$ cat src/rtl/ldbe_pkg.sv
// Shared types, constants and codes for the LEDBAT delay estimator.
package ldbe_pkg;

  localparam int unsigned DEF_NOISE_DEPTH = 16;
  localparam int unsigned DEF_BASE_DEPTH  = 16;
  localparam int unsigned DEF_ROLLOVER_MS = 60000;

  localparam logic [31:0] ALL_ONES = 32'hFFFF_FFFF;
  localparam logic [4:0]  GAIN_CAP = 5'd16;

  localparam logic [15:0] RST_TARGET_MS = 16'd60;
  localparam logic [4:0]  RST_BASE_LEN  = 5'd10;
  localparam logic [4:0]  RST_NOISE_LEN = 5'd4;

  localparam int unsigned CFG_IDX_W = 2;
  localparam logic [CFG_IDX_W-1:0] CFG_TARGET_MS = 2'd0;
  localparam logic [CFG_IDX_W-1:0] CFG_BASE_LEN  = 2'd1;
  localparam logic [CFG_IDX_W-1:0] CFG_NOISE_LEN = 2'd2;

  typedef struct packed {
    logic [31:0] rtt_ms;
    logic        rtt_positive;
    logic        timestamp_ok;
    logic [31:0] now_ms;
  } in_item_t;

  typedef struct packed {
    logic [31:0] current_delay;
    logic [31:0] base_ms;
    logic [31:0] queue_ms;
    logic        delay_valid;
    logic [4:0]  gain_divisor;
  } out_item_t;

  // Per-cell controls handed from the window to each of its cells.
  typedef struct packed {
    logic shift;
    logic merge;
    logic active;
  } cell_ctrl_t;

  typedef enum logic [2:0] {
    ST_IDLE,
    ST_UPDATE,
    ST_SCAN,
    ST_GAIN,
    ST_WAIT,
    ST_OUT
  } state_e;

endpackage

$ cat src/rtl/ldbe_cell.sv
// One cell of a delay window: a stored sample and a stage of the running minimum.
module ldbe_cell (
  input  logic                clk_i,
  input  ldbe_pkg::cell_ctrl_t ctrl_i,
  input  logic [31:0]         d_i,
  input  logic [31:0]         min_i,
  output logic [31:0]         val_o,
  output logic [31:0]         min_o
);
  import ldbe_pkg::*;

  logic [31:0] val_q, val_d;
  logic [31:0] min_q, min_d;

  always_comb begin
    val_d = val_q;
    if (ctrl_i.shift) begin
      val_d = d_i;
    end else if (ctrl_i.merge && (d_i < val_q)) begin
      val_d = d_i;
    end
    // An occupied cell folds its sample into the minimum passing through.
    min_d = (ctrl_i.active && (val_q < min_i)) ? val_q : min_i;
  end

  always_ff @(posedge clk_i) begin
    val_q <= val_d;
    min_q <= min_d;
  end

  assign val_o = val_q;
  assign min_o = min_q;

endmodule

$ cat src/rtl/ldbe_window.sv
// A row of cells holding the newest samples, newest at the head, with its fill count.
module ldbe_window #(
  parameter int unsigned DEPTH = ldbe_pkg::DEF_NOISE_DEPTH
) (
  input  logic        clk_i,
  input  logic        rst_ni,
  input  logic        push_i,
  input  logic        merge_i,
  input  logic [31:0] data_i,
  input  logic [4:0]  len_i,
  output logic [31:0] min_o,
  output logic        empty_o
);
  import ldbe_pkg::*;

  localparam int unsigned CNT_W = $clog2(DEPTH + 1);

  logic [CNT_W-1:0] count_q, count_d;
  logic [CNT_W-1:0] lim;
  logic [CNT_W-1:0] grown;
  logic [31:0]      vals [DEPTH];
  logic [31:0]      mins [DEPTH];

  always_comb begin
    if (len_i == '0) begin
      lim = CNT_W'(1);
    end else if (32'(len_i) > 32'(DEPTH)) begin
      lim = CNT_W'(DEPTH);
    end else begin
      lim = CNT_W'(len_i);
    end
    grown   = (count_q == CNT_W'(DEPTH)) ? count_q : count_q + CNT_W'(1);
    count_d = count_q;
    if (push_i) begin
      // Trimming the oldest entries only means shortening the count.
      count_d = (grown > lim) ? lim : grown;
    end
  end

  always_ff @(posedge clk_i or negedge rst_ni) begin
    if (!rst_ni) begin
      count_q <= '0;
    end else begin
      count_q <= count_d;
    end
  end

  for (genvar i = 0; i < DEPTH; i++) begin : g_cell
    cell_ctrl_t  ctrl;
    logic [31:0] d_in;
    logic [31:0] m_in;

    assign ctrl.shift  = push_i;
    assign ctrl.merge  = (i == 0) ? merge_i : 1'b0;
    assign ctrl.active = (count_q > CNT_W'(i));

    if (i == 0) begin : g_head
      assign d_in = data_i;
      assign m_in = ALL_ONES;
    end else begin : g_body
      assign d_in = vals[i-1];
      assign m_in = mins[i-1];
    end

    ldbe_cell u_cell (
      .clk_i  (clk_i),
      .ctrl_i (ctrl),
      .d_i    (d_in),
      .min_i  (m_in),
      .val_o  (vals[i]),
      .min_o  (mins[i])
    );
  end

  assign min_o   = mins[DEPTH-1];
  assign empty_o = (count_q == '0);

endmodule

$ cat src/rtl/ldbe_gain.sv
// Gain divisor ceil(2*target/base), capped at 16, found by repeated addition.
module ldbe_gain (
  input  logic        clk_i,
  input  logic        rst_ni,
  input  logic        start_i,
  input  logic [31:0] base_i,
  input  logic [15:0] target_i,
  output logic        done_o,
  output logic [4:0]  div_o
);
  import ldbe_pkg::*;

  logic        busy_q, busy_d;
  logic        done_q, done_d;
  logic [4:0]  k_q, k_d;
  logic [32:0] acc_q, acc_d;
  logic [31:0] base_q, base_d;
  logic [16:0] num_q, num_d;

  always_comb begin
    busy_d = busy_q;
    done_d = 1'b0;
    k_d    = k_q;
    acc_d  = acc_q;
    base_d = base_q;
    num_d  = num_q;
    if (start_i) begin
      base_d = base_i;
      num_d  = {target_i, 1'b0};
      k_d    = 5'd1;
      acc_d  = {1'b0, base_i};
      if ((base_i == '0) || (base_i == ALL_ONES) || (target_i == '0)) begin
        done_d = 1'b1;
        busy_d = 1'b0;
      end else begin
        busy_d = 1'b1;
      end
    end else if (busy_q) begin
      // The first multiple of base that reaches the numerator gives the ceiling.
      if ((acc_q >= 33'(num_q)) || (k_q == GAIN_CAP)) begin
        done_d = 1'b1;
        busy_d = 1'b0;
      end else begin
        acc_d = acc_q + 33'(base_q);
        k_d   = k_q + 5'd1;
      end
    end
  end

  always_ff @(posedge clk_i or negedge rst_ni) begin
    if (!rst_ni) begin
      busy_q <= 1'b0;
      done_q <= 1'b0;
    end else begin
      busy_q <= busy_d;
      done_q <= done_d;
    end
  end

  always_ff @(posedge clk_i) begin
    k_q    <= k_d;
    acc_q  <= acc_d;
    base_q <= base_d;
    num_q  <= num_d;
  end

  assign done_o = done_q;
  assign div_o  = k_q;

endmodule

$ cat src/rtl/ledbat_delay_estimator_top.sv
// Top level of the LEDBAT delay estimator: windows, sequencer, gain unit and ports.
//
//  Channel   Signals                                   Direction  Payload
//  in        in_valid_i / in_ready_o / in_data_i       to block   in_item_t
//  out       out_valid_o / out_ready_i / out_data_o    from block out_item_t
//  cfg       cfg_valid_i / cfg_ready_o / cfg_index_i   to block   cfg_data_i
//
// One input beat passes from one accepting edge to the next through the idle state,
// the update state, the scan state (it runs until the minimum has rippled through
// the larger window depth, one registered cell per cycle), the state that starts
// the gain unit, the wait state and the output state. The gain unit finishes early
// when the divisor is fixed at one, and otherwise when the repeated addition stops
// at multiple K (1 to 16).
// The block works on one beat at a time; in_ready_o is high in the idle state
// even while a finished result waits on the output register.
// Reset is asynchronous and active low; it clears the counts, the rollover
// time, the valid flag and the registers to their default values.
// A stall on the output holds the result in the output register; the next beat
// still runs and then waits in the output state, which keeps in_ready_o low.
// The configuration port never stalls.
module ledbat_delay_estimator_top #(
  parameter int unsigned NOISE_DEPTH = ldbe_pkg::DEF_NOISE_DEPTH,
  parameter int unsigned BASE_DEPTH  = ldbe_pkg::DEF_BASE_DEPTH,
  parameter int unsigned ROLLOVER_MS = ldbe_pkg::DEF_ROLLOVER_MS
) (
  input  logic                               clk_i,
  input  logic                               rst_ni,
  input  logic                               in_valid_i,
  output logic                               in_ready_o,
  input  ldbe_pkg::in_item_t                 in_data_i,
  output logic                               out_valid_o,
  input  logic                               out_ready_i,
  output ldbe_pkg::out_item_t                out_data_o,
  input  logic                               cfg_valid_i,
  output logic                               cfg_ready_o,
  input  logic [ldbe_pkg::CFG_IDX_W-1:0]     cfg_index_i,
  input  logic [15:0]                        cfg_data_i
);
  import ldbe_pkg::*;

  // The scan must cover the deeper of the two windows.
  localparam int unsigned SCAN_LEN = (NOISE_DEPTH > BASE_DEPTH) ? NOISE_DEPTH : BASE_DEPTH;
  localparam int unsigned SCAN_W   = $clog2(SCAN_LEN + 1);

  state_e state_q, state_d;

  logic [15:0] target_q;
  logic [4:0]  base_len_q;
  logic [4:0]  noise_len_q;

  in_item_t    item_q, item_d;
  out_item_t   res_q, res_d;
  out_item_t   out_q, out_d;
  logic        out_valid_q, out_valid_d;
  logic        valid_flag_q, valid_flag_d;
  logic [31:0] last_roll_q, last_roll_d;
  logic [SCAN_W-1:0] scan_q, scan_d;

  logic        sample_ok;
  logic        noise_push;
  logic        base_push;
  logic        base_merge;
  logic [31:0] noise_min;
  logic [31:0] base_min;
  logic        noise_empty;
  logic        base_empty;
  logic        gain_start;
  logic        gain_done;
  logic [4:0]  gain_div;

  assign cfg_ready_o = 1'b1;

  always_ff @(posedge clk_i or negedge rst_ni) begin
    if (!rst_ni) begin
      target_q    <= RST_TARGET_MS;
      base_len_q  <= RST_BASE_LEN;
      noise_len_q <= RST_NOISE_LEN;
    end else if (cfg_valid_i) begin
      case (cfg_index_i)
        CFG_TARGET_MS: target_q    <= cfg_data_i;
        CFG_BASE_LEN:  base_len_q  <= cfg_data_i[4:0];
        CFG_NOISE_LEN: noise_len_q <= cfg_data_i[4:0];
        default: ;
      endcase
    end
  end

  // Window updates happen only in the update state.
  assign sample_ok  = item_q.rtt_positive && item_q.timestamp_ok;
  assign noise_push = (state_q == ST_UPDATE) && sample_ok;

  always_comb begin
    base_push   = 1'b0;
    base_merge  = 1'b0;
    last_roll_d = last_roll_q;
    if ((state_q == ST_UPDATE) && sample_ok) begin
      if (base_empty) begin
        // The first bucket opens without moving the rollover time.
        base_push = 1'b1;
      end else if ((item_q.now_ms - last_roll_q) > 32'(ROLLOVER_MS)) begin
        base_push   = 1'b1;
        last_roll_d = item_q.now_ms;
      end else begin
        base_merge = 1'b1;
      end
    end
  end

  ldbe_window #(
    .DEPTH (NOISE_DEPTH)
  ) u_noise (
    .clk_i   (clk_i),
    .rst_ni  (rst_ni),
    .push_i  (noise_push),
    .merge_i (1'b0),
    .data_i  (item_q.rtt_ms),
    .len_i   (noise_len_q),
    .min_o   (noise_min),
    .empty_o (noise_empty)
  );

  ldbe_window #(
    .DEPTH (BASE_DEPTH)
  ) u_base (
    .clk_i   (clk_i),
    .rst_ni  (rst_ni),
    .push_i  (base_push),
    .merge_i (base_merge),
    .data_i  (item_q.rtt_ms),
    .len_i   (base_len_q),
    .min_o   (base_min),
    .empty_o (base_empty)
  );

  assign gain_start = (state_q == ST_GAIN);

  ldbe_gain u_gain (
    .clk_i    (clk_i),
    .rst_ni   (rst_ni),
    .start_i  (gain_start),
    .base_i   (res_q.base_ms),
    .target_i (target_q),
    .done_o   (gain_done),
    .div_o    (gain_div)
  );

  always_comb begin
    state_d      = state_q;
    item_d       = item_q;
    res_d        = res_q;
    out_d        = out_q;
    out_valid_d  = out_valid_q;
    valid_flag_d = valid_flag_q;
    scan_d       = scan_q;
    in_ready_o   = (state_q == ST_IDLE);

    if (out_valid_q && out_ready_i) begin
      out_valid_d = 1'b0;
    end

    case (state_q)
      ST_IDLE: begin
        if (in_valid_i) begin
          item_d  = in_data_i;
          state_d = ST_UPDATE;
        end
      end
      ST_UPDATE: begin
        valid_flag_d = sample_ok;
        scan_d       = '0;
        state_d      = ST_SCAN;
      end
      ST_SCAN: begin
        scan_d = scan_q + SCAN_W'(1);
        // The last cell sees the newest sample once the scan reaches the depth.
        if (scan_q == SCAN_W'(SCAN_LEN)) begin
          state_d = ST_GAIN;
          // The minimum chains have settled; latch the delays for the gain unit.
          res_d.current_delay = noise_empty ? ALL_ONES : noise_min;
          res_d.base_ms       = base_empty ? ALL_ONES : base_min;
          res_d.delay_valid   = valid_flag_q;
        end
      end
      ST_GAIN: begin
        res_d.queue_ms = (res_q.current_delay > res_q.base_ms)
                       ? res_q.current_delay - res_q.base_ms : '0;
        state_d = ST_WAIT;
      end
      ST_WAIT: begin
        if (gain_done) begin
          res_d.gain_divisor = gain_div;
          state_d            = ST_OUT;
        end
      end
      ST_OUT: begin
        if (!out_valid_q || out_ready_i) begin
          out_d       = res_q;
          out_valid_d = 1'b1;
          state_d     = ST_IDLE;
        end
      end
      default: begin
        state_d = ST_IDLE;
      end
    endcase
  end

  always_ff @(posedge clk_i or negedge rst_ni) begin
    if (!rst_ni) begin
      state_q      <= ST_IDLE;
      out_valid_q  <= 1'b0;
      valid_flag_q <= 1'b0;
      last_roll_q  <= '0;
      scan_q       <= '0;
    end else begin
      state_q      <= state_d;
      out_valid_q  <= out_valid_d;
      valid_flag_q <= valid_flag_d;
      last_roll_q  <= last_roll_d;
      scan_q       <= scan_d;
    end
  end

  always_ff @(posedge clk_i) begin
    item_q <= item_d;
    res_q  <= res_d;
    out_q  <= out_d;
  end

  assign out_valid_o = out_valid_q;
  assign out_data_o  = out_q;

`ifndef ASSERT_OFF
  // An accepted beat keeps the block busy in the following cycle.
  a_busy_after_accept: assert property (@(posedge clk_i) disable iff (!rst_ni)
    in_valid_i && in_ready_o |=> !in_ready_o)
    else $error("input accepted twice in a row");

  a_div_range: assert property (@(posedge clk_i) disable iff (!rst_ni)
    out_valid_o |-> (out_data_o.gain_divisor >= 5'd1) && (out_data_o.gain_divisor <= GAIN_CAP))
    else $error("gain divisor out of range");

  a_div_empty_base: assert property (@(posedge clk_i) disable iff (!rst_ni)
    out_valid_o && (out_data_o.base_ms == ALL_ONES) |-> (out_data_o.gain_divisor == 5'd1))
    else $error("empty base history must give divisor one");

  a_queue_bound: assert property (@(posedge clk_i) disable iff (!rst_ni)
    out_valid_o |-> (out_data_o.queue_ms <= out_data_o.current_delay))
    else $error("queue delay above current delay");
`endif

endmodule

$ cat config.mk
export PLATFORM = sky130hd
export DESIGN_NAME = ledbat_delay_estimator_top
export DESIGN_NICKNAME = d
export VERILOG_FILES = /design/src/rtl/ldbe_pkg.sv /design/src/rtl/ldbe_cell.sv /design/src/rtl/ldbe_window.sv /design/src/rtl/ldbe_gain.sv /design/src/rtl/ledbat_delay_estimator_top.sv
export SDC_FILE = /design/constraint.sdc
export NUM_CORES = 2
export LEC_CHECK = 0
export ABC_AREA = 1
export BUFFER_PORTS_ARGS = -buffer_cell sky130_fd_sc_hd__buf_4
export CAP_MARGIN = 20
export CORE_ASPECT_RATIO = 1.2
export CORE_MARGIN = 4
export CORE_UTILIZATION = 35
export CTS_BUF_LIST = sky130_fd_sc_hd__clkbuf_4
export CTS_CLUSTER_DIAMETER = 60
export DETAILED_ROUTE_END_ITERATION = 10
export PLACE_DENSITY_LB_ADDON = 0.25
export SYNTH_ARGS = -nofsm -noshare
export SYNTH_HDL_FRONTEND = slang
export SYNTH_SLANG_ARGS = --single-unit
$ cat constraint.sdc
create_clock -name clk_i -period 29.1 [get_ports clk_i]
set_input_delay 4.365 -clock clk_i [delete_from_list [all_inputs] [get_ports clk_i]]
set_output_delay 4.365 -clock clk_i [all_outputs]
set_load 0.01 [all_outputs]
==> run metrics <==
number of CTS-inserted buffers 641; worst slack at placement 22.71 ns; register area 63900 um^2; Max Cap Violations 0; Mean Syn Cell Area 10.2 um^2; Leak 56.9 nW; r2r setup slk 23.46 ns; Core ar. 310000 um^2; Final period util 0.228; multi-input logic area 37600 um^2; Synth cell types 62; hpwl dp 167 mm; Slew Limit Fails 0; status completed; Mapped Area 109000 um^2; GRT overflow 0; Critical Path Source state_q[1]; Seq/Total Area, Yosys 0.586; die width 518 um; pwr/cell area 103 nW/um^2; CTS tree built; Crit Path Category register to output pin; Final setup viols 0; Seq cells post-synth 2484; yosys warns 0; vias per cell 4.49; nets@finish 12600; worst slew pin tran 1.16 ns; Area Growth Syn to Fin 13.8%; Initial Util 0.352; Worst Setup End Kind output pin; RSZ-0062 raised after global routing no; layout cells sized above 1 0.120; met2 Use GR 0.234; gr busiest metal met2; Fmax achieved 150 MHz; Fin Hold WS 0.411 ns; worst r2r src item_q[0]; net count of the mapped netlist 11900; Arr. time, crit path 2.28 ns; gp weighted congestion 0.903; DR vias 71800; antenna viol nets, final 0; FF-to-FF path depth 18; IO Pins 194; M3 GR Usage 0.0270; Post-synth EDFFs 1374; postcts setup bufs 0; CP Max Fanout 4; global-route wire length before repair 362 mm; gr usage total 0.136; synthesized netlist cell count 10700; drt first-iter violations 3268; final core occ 0.400; hold buffer count at CTS 0; final std cells w/o fill 16000; post-CTS resize count 0; Skew-Pair Late Insertion Delay 1.44 ns; Die Y 620 um; Hold Path Class register to register; H-tree depth 6; slew margin rel. 0.221; Hold Vio Cnt, Final 0; die area 321000 um^2; Critical Path RT 24.73 ns; maximum VDD drop 0.0574 mV; port buffer count 192; Setup TNS 0 ns; largest net degree at the start of global routing 117; vias in the first global route 72600; worst setup path end in_ready_o; min Tclk post-route 6.65 ns; initial antenna violation count 7; Pre-antenna DRT Iters 5; CTS clk-pin slew, worst paths 0.06 ns; ys async rst share 0.0322; cell row count 224; Critical R2R Capture u_base.g_cell[14].u_cell.val_o[5]; Setup WS post-layout 22.45 ns; Max Clock Skew 0.146 ns; DRC errors left 0; Top FF cell, synth edfxtp_1; placed instance count 14800; CP Launch Type register; wire per inst 13.9 um; deepest clock path buffer count 4; clock root cell clkbuf_4; total length of routed wires 222 mm; Sink Count 2484; grt met1 use 0.163; Fillers 30200
report_power, final:
part           internal (mW)  switching [mW]  leakage [nW]
clock network           1.60            1.39          5.06
registers               4.88           0.450          22.2
logic                   1.62            2.81          29.7
total                   8.11            4.65          56.9
registers in the layout (all words and copies together) (netlist names), 16 cells and up:
register and count:
u_base.g_cell.u_cell.min_o 512, target_q 16, u_base.g_cell.u_cell.val_o 512, out_data_o 102, u_gain.base_q 32, item_q 66, u_noise.g_cell.u_cell.min_o 512, u_gain.num_q 16
last_roll_q 32, u_noise.g_cell.u_cell.val_o 512, res_q 102, u_gain.acc_q 33
how the worst min path moves through the flow:
stage / from / slack, ns / endpoint / depth (start not counted)
2_1_floorplan: res_q[0] / 0.40 / out_data_o[0] / 0
3_3_place_gp: res_q[22] / 0.40 / out_data_o[22] / 0
3_5_place_dp: res_q[33] / 0.40 / out_data_o[33] / 0
4_1_cts: u_noise.g_cell[8].u_cell.min_o[18] / 0.38 / u_noise.g_cell[9].u_cell.min_o[18] / 2
5_1_grt: u_noise.g_cell[0].u_cell.val_o[20] / 0.39 / u_noise.g_cell[1].u_cell.val_o[20] / 0
6_report: u_noise.g_cell[2].u_cell.min_o[23] / 0.41 / u_noise.g_cell[3].u_cell.min_o[23] / 2
through the flow:
| stage | instance area, um^2 | power, mW |
|---|---|---|
| after detailed placement | 115000 | 9.82 |
| after floorplan | 109000 | 8.72 |
| after CTS | 124000 | 12.9 |
| after global routing | 124000 | 14.0 |
| final | 124000 | 12.8 |
| after global placement | 115000 | 9.63 |
final cells by class:
| type | instances | share of cell area |
|---|---|---|
| antenna | 10 | 0.000201 |
| clock buffer | 943 | 0.0570 |
| clock inverter | 240 | 0.0115 |
| inverter | 1829 | 0.0554 |
| multi-input combinational | 6183 | 0.303 |
| sequential | 2484 | 0.514 |
| tap | 4068 | 0.0410 |
| timing repair buffer | 254 | 0.0176 |
layout by cell type (no fill, tap or decap), drive strengths merged, types with 73 or more instances in the layout:
cell type / synthesis / layout
a21oi: 1261 / 1261
buf: 25 / 254
clkbuf: 194 / 943
clkinv: 0 / 201
dfrtp: 73 / 73
dfxtp: 1030 / 1030
edfxtp: 1374 / 1374
ha: 1096 / 1096
inv: 1829 / 1847
nand2: 1527 / 1527
nand3: 244 / 244
nand4: 114 / 114
nor2: 859 / 859
nor3: 77 / 77
o211ai: 74 / 74
o21ai: 591 / 591
synth_stat cells (6+ instances only):
cell type | number | area, um^2
inv_1 | 1826 | 6850
nand2_1 | 1517 | 5690
edfxtp_1 | 1374 | 41300
a21oi_1 | 1261 | 6310
ha_1 | 1096 | 13700
dfxtp_1 | 1030 | 20600
nor2_1 | 853 | 3200
o21ai_0 | 585 | 2930
nand3_1 | 242 | 1210
clkbuf_1 | 194 | 728
nand4_1 | 113 | 707
nor3_1 | 77 | 385
dfrtp_1 | 73 | 1830
o211ai_1 | 73 | 548
nor4_1 | 53 | 332
or2_2 | 47 | 294
o31ai_1 | 33 | 248
xor2_1 | 27 | 236
xnor2_1 | 24 | 210
a211oi_1 | 23 | 173
a21boi_0 | 19 | 143
buf_2 | 19 | 95.1
o21bai_1 | 15 | 113
mux2_2 | 11 | 124
a21o_1 | 10 | 75.1
a31oi_1 | 10 | 62.6
nand3b_1 | 9 | 67.6
nand2_2 | 8 | 50.1
dfstp_2 | 7 | 184
o21a_1 | 7 | 52.6
o221ai_1 | 6 | 52.6
worst max-delay path, stage by stage (launching register included):
cell and delay (ns):
dfrtp_1 0.40, nor2_1 0.11, inv_1 0.09, nor2_1 0.14, buf_4 0.14
metal layers:
| metal | wire, um | share of wire | up-vias |
|---|---|---|---|
| met3 | 9570 | 0.043 | 486 |
| li1 | - | - | 37800 |
| met2 | 105000 | 0.47 | 1340 |
| met5 | 13 | 0.000059 | - |
| met1 | 97700 | 0.44 | 32200 |
| met4 | 9520 | 0.043 | 2 |
logic make-up after synthesis:
group | count (synthesis) | share of synthesized area
AND/OR/NAND/NOR | 2949 | 0.112
flip-flops | 2484 | 0.586
AO/OA/AOI/OAI | 2072 | 0.100
buffers and inverters | 2048 | 0.0710
adder cells (fa/ha/maj) | 1099 | 0.126
XOR/XNOR | 51 | 0.00409
multiplexers | 11 | 0.00114
other | 1 | 0.0000344
No activity file was read; power rests on OpenSTA's default activity.
